File: config.mk
export PLATFORM = sky130hd
export DESIGN_NAME = cal_ctrl
export DESIGN_NICKNAME = d
export VERILOG_FILES = /design/src/rtl/cal_pkg.sv /design/src/rtl/cal_ctrl.sv
export SDC_FILE = /design/constraint.sdc
export NUM_CORES = 1
export LEC_CHECK = 0
export ABC_AREA = 0
export BUFFER_PORTS_ARGS = -buffer_cell sky130_fd_sc_hd__buf_2
export CAP_MARGIN = 20
export CORE_AREA = 3 3 40 42
export CTS_BUF_LIST = sky130_fd_sc_hd__clkbuf_4 sky130_fd_sc_hd__clkbuf_8
export DETAILED_ROUTE_END_ITERATION = 8
export DIE_AREA = 0 0 43 45
export GPL_TIMING_DRIVEN = 0
export SETUP_SLACK_MARGIN = 0.5
export SYNTH_ARGS = -nofsm -noshare
export SYNTH_HDL_FRONTEND = slang
export SYNTH_SLANG_ARGS = --single-unit
File: constraint.sdc
create_clock -name clock -period 1.3 [get_ports clock]
set_input_delay 0.065 -clock clock [delete_from_list [all_inputs] [get_ports clock]]
set_output_delay 0.065 -clock clock [all_outputs]
set_load 0.03 [all_outputs]
File: src/rtl/cal_pkg.sv
// Shared types, codes and constants for the connection admission limiter.
package cal_pkg;
   localparam int COUNT_TABLE_DEPTH_DEF = 64;
   localparam int ALLOW_DEPTH_DEF       = 16;
   localparam int DENY_DEPTH_DEF        = 16;
   localparam int CNT_W                 = 16;
   localparam int ADDR_W                = 32;
   localparam logic [CNT_W-1:0] CNT_MAX = '1;

   typedef enum logic [2:0] {
      OP_OPEN         = 3'd0,
      OP_CLOSE        = 3'd1,
      OP_ALLOW_ADD    = 3'd2,
      OP_ALLOW_REMOVE = 3'd3,
      OP_DENY_ADD     = 3'd4,
      OP_DENY_REMOVE  = 3'd5
   } op_type;

   typedef enum logic [2:0] {
      ST_OK          = 3'd0,
      ST_TOTAL_OVER  = 3'd1,
      ST_ADDR_OVER   = 3'd2,
      ST_DENIED      = 3'd3,
      ST_TABLE_FULL  = 3'd4,
      ST_NOT_FOUND   = 3'd5
   } status_type;

   localparam logic CSR_MAX_TOTAL = 1'b0;
   localparam logic CSR_MAX_PER   = 1'b1;

   // Controller to datapath commands.
   typedef struct packed {
      logic start;    // latch request, clear scan state
      logic scan;     // step scan index, compare one entry of each table
      logic finish;   // commit updates and build the response
   } cal_cmd_type;

   // Datapath to controller status.
   typedef struct packed {
      logic scan_done;
   } cal_sts_type;
endpackage

File: src/rtl/cal_ctrl.sv
// Controller: sequences accept, table scan, commit and response handshake.
module cal_ctrl
   import cal_pkg::*;
(
   input  logic        clock,
   input  logic        reset,
   input  logic        req_tvalid,
   output logic        req_tready,
   output logic        rsp_tvalid,
   input  logic        rsp_tready,
   output cal_cmd_type cmd,
   input  cal_sts_type sts
);
   typedef enum logic [1:0] {S_IDLE, S_SCAN, S_DONE} state_type;
   state_type state_ff;
   logic      rsp_vld_ff;
   logic      rsp_vld_in;

   assign req_tready = (state_ff == S_IDLE) && (!rsp_vld_ff || rsp_tready);
   assign rsp_tvalid = rsp_vld_ff;

   always_comb begin
      cmd.start  = req_tvalid && req_tready;
      cmd.scan   = (state_ff == S_SCAN) && !sts.scan_done;
      cmd.finish = (state_ff == S_SCAN) && sts.scan_done && (!rsp_vld_ff || rsp_tready);
      // a new response wins over the one leaving in the same cycle
      if (cmd.finish) rsp_vld_in = 1'b1;
      else if (rsp_vld_ff && rsp_tready) rsp_vld_in = 1'b0;
      else rsp_vld_in = rsp_vld_ff;
   end

   always_ff @(posedge clock) begin
      if (reset) begin
         state_ff   <= S_IDLE;
         rsp_vld_ff <= 1'b0;
      end else begin
         rsp_vld_ff <= rsp_vld_in;
         case (state_ff)
            S_IDLE: if (cmd.start) state_ff <= S_SCAN;
            S_SCAN: if (cmd.finish) state_ff <= S_IDLE;
            default: state_ff <= S_IDLE;
         endcase
      end
   end
endmodule

# [Word-level counts from Yosys, hierarchy flattened]
# Index checks and enable logic that the tools add are counted.
[op_classes] n_eq_ne=3 mux=5 n_reduce_logical=12
[ops] cell="$logic_and 1x1->1" count=6
[ops] cell="$mux 2" count=2
[ops] cell="$ne 2x2->1 const B" count=2
[ops] cell="$pmux 2 s2" count=1
[ops] cell="$eq 2x1->1 const B" count=1
[ops] cell="$logic_not 1->1" count=2
[ops] cell="$logic_not 2->1" count=1
[ops] cell="$mux 1" count=2
[ops] cell="$reduce_and 2->1" count=1
[ops] cell="$reduce_bool 2->1" count=1
[ops] cell="$logic_or 1x1->1" count=1
[totals] ff_bits=3 inputBits=5 out_inout_bits=5

# [Longest topological paths before layout]
[depth] word_depth=6 depth_mapped=3 depth_no_buf=3

# [Worst setup path after synthesis]
# No wires, ideal clock.
[synth_timing] path_kind="register to output" from="reg rsp_vld_ff, in the netlist rsp_tvalid" to="out cmd[2] in the netlist's numbering" arrival_time_ns=1.118 slack_ns=0.117 path_stages_with_launch=4 path_cell_list="dfxtp_1 > nand2b_4 > nor2b_4 > and2_1"
[synth_lines] element="from (decl)" line="cal_ctrl.sv:16" text="logic rsp_vld_ff;"
[synth_lines] element="from (signal assigned)" line="cal_ctrl.sv:37" text="rsp_vld_ff <= rsp_vld_in;"
[synth_lines] element="to (decl)" line="cal_ctrl.sv:11" text="output cal_cmd_type cmd,"

==> flow_summary_export.csv <==
group,metric,value,unit
synthesis,syn_inst,12,
finish,drive_above_1_share,96.4,%
grt,met2_usage,4.19,%
synthesis,syn_area,128,µm²
grt,grt_pass1_vias,144,
synthesis,synth_nets,17,
sta,hold-worst-slack,57.5,ps
sta,post-route-period-util,84.3,%
grt,grt_max_degree,5,
placement,placedCellCount,36,
sta,setup_viol,0,
critical_path,worst_path_max_delay_cell,"dfxtp_4",
die,rows,13,
critical_path,path_cells,"nand2b_4, nor2b_4, and2_4, buf_6",
grt,antenna_found_initial,0,
detailed_routing,ant_nets,0,
power,p_leak,0.151,nW
synthesis,synth-edff-count,0,
die,core,1280,µm²
finish,final_cells,43,
synthesis,synth_common_cells,"a21oi_1 (2), dfxtp_1 (2), nor2b_4 (2)",
placement,placed_area,205,µm²
worst_hold_path,hold_class,"input port to register",
critical_path,slowest_delay,340,ps
detailed_routing,vias,138,
clock_tree,htree_num_levels,1,
sta,tightest_slew,163,ps
die,io_pins,10,
placement,preCtsSetupSlack,375,ps
synthesis,ys_types,9,
finish,final_core_util,23.7,%
placement,routabilityCongestion,0.637,
sta,fmax,913,MHz
clock_tree,clk_latency,230,ps
detailed_routing,drc_errors,0,
sta,maxSlewViolCount,0,
die,start_util,9.93,%
synthesis,synth-seq-area-share,31.4,%
critical_path,path_max_fanout,3,
placement,io_buffers,9,
sta,clock_skew,10.7,ps
critical_path,endpoint_kind,"output pin",
synthesis,synth-main-ff-cell,"dfxtp_1",
critical_path,rr_worst_depth,4,
die,die_h,45,µm
clock_tree,cts_tree,"done",
grt,grt_pass1_wl,565,µm
clock_tree,cts_num_sinks,2,
sta,setup_slack,205,ps
critical_path,critPathRequiredTime,1240,ps
job,maxCapViolCount,0,
clock_tree,clkTransAtPathRegs,40,ps
critical_path,cp.arrival,1030,ps
detailed_routing,viasPerCell,3.21,
detailed_routing,wl_per_cell,10.4,µm
critical_path,crit_cells,4,
sta,min_period,1100,ps
power,power_density,1140,nW/µm²
synthesis,async_reset_ff_share,0,%
finish,diodes,0,
clock_tree,cts_buffers,3,
sta,hold_viol_final,0,
die,dieArea,1940,µm²
finish,fin_area,304,µm²
clock_tree,cts-root-buf,"clkbuf_4",
grt,grt_use_total,4.90,%
sta,relSlewSlack,89.2,%
critical_path,startpoint_type,"register",
synthesis,synth_area_leaders,"dfxtp_1 (31%), nor2b_4 (22%), nand2b_4 (11%), a21oi_1 (7.8%), nor3_2 (7.8%)",
grt,met3_usage,7.17,%
detailed_routing,routed_wl,449,µm
grt,busiest_layer,"met3",
critical_path,cp_num_buf_inv,1,
sta,fin_setup_tns,0,ps
synthesis,yosys_warnings,0,
grt,grtUsageMet1,5.76,%
run_status,outcome,"finished, final reports clean",
power,total_power,0.346,mW
detailed_routing,first_pass_iters,2,
clock_tree,clk_path_buf_depth,2,
sta,rsz0062_at_grt,"yes",
power,vdd_drop_max,0.706,mV
finish,syn_to_final_growth,138,%
critical_path,crit_family,"simple AND/OR/NAND/NOR gates",
synthesis,synth.avg_cell_area,10.6,µm²
finish,filler_cell_count,143,
synthesis,synth_top_area_share,31.4,%
synthesis,ys_seq_elements,2,
grt,overflow,0,
finish,layout.nets,34,
die,die_w,43,µm
detailed_routing,drt_iter0_drc,2,
synthesis,yosys.area.top_type,"dfxtp_1",
worst_hold_path,hold_depth,2,
critical_path,path_class,"register to output pin",
-- sequential cells by signal, summed over array words and instances, names as in the netlist --
| signal | flops |
|---|---|
| rsp_tvalid | 1 |
| state_ff | 1 |
-- cell families (layout without fill, tap and decap cells) --
family | count (synthesis) | after routing | share of synthesized area [%]
DFF | 2 | 2 | 31.4
buffers and inverters | 1 | 17 | 5.88
and+or+nand+nor | 7 | 7 | 54.9
AOI/OAI and AO/OA | 2 | 2 | 7.84
-- layout by cell type (no fill, tap or decap), drive strengths merged --
cell,synthesis,layout
nand2b,1,1
a21oi,2,2
nand2,1,1
buf,1,13
nor2b,3,3
dfxtp,2,2
clkbuf,0,4
and2,1,1
nor3,1,1
-- final timing paths --
path	startpoint	endpoint	slack, ps
max	rsp_tvalid	cmd[2]	200
min	reset	rsp_tvalid	60
max reg2reg	rsp_tvalid	state_ff[0]	410
min reg2reg	state_ff[0]	rsp_tvalid	550
-- area by class of cell --
class	count	area [µm²]	area share (%)
repair buffers	12	96.3	31.7
plain buffers	1	11.3	3.70
multi-input cells	9	100	32.9
well taps	15	18.8	6.17
clock buffers	4	30.0	9.88
flip-flops and latches	2	47.5	15.6
-- what timing repair did --
item	CTS	global route
buffers inserted	3	0
gates resized for setup	9	4
endpoints found under the setup margin	5	6
hold buffers	0	0
pin swaps	1	2
-- metal layers --
layer / part of all wire, % / up-vias / routed length [µm]
li1: - / 71 / -
met1: 51 / 55 / 227
met2: 37 / 12 / 167
met3: 12 / 0 / 53
met4: 0 / 0 / 0
met5: 0 / - / 0
-- where the power goes --
| group | total, mW | internal [mW] | leakage [nW] | switching (mW) |
|---|---|---|---|---|
| sequential | 0.0719 | 0.0652 | 0.0178 | 0.00663 |
| combinational | 0.101 | 0.0532 | 0.115 | 0.0482 |
| clock | 0.173 | 0.135 | 0.0184 | 0.0379 |
Note: power is estimated with default switching activity, not from simulation.
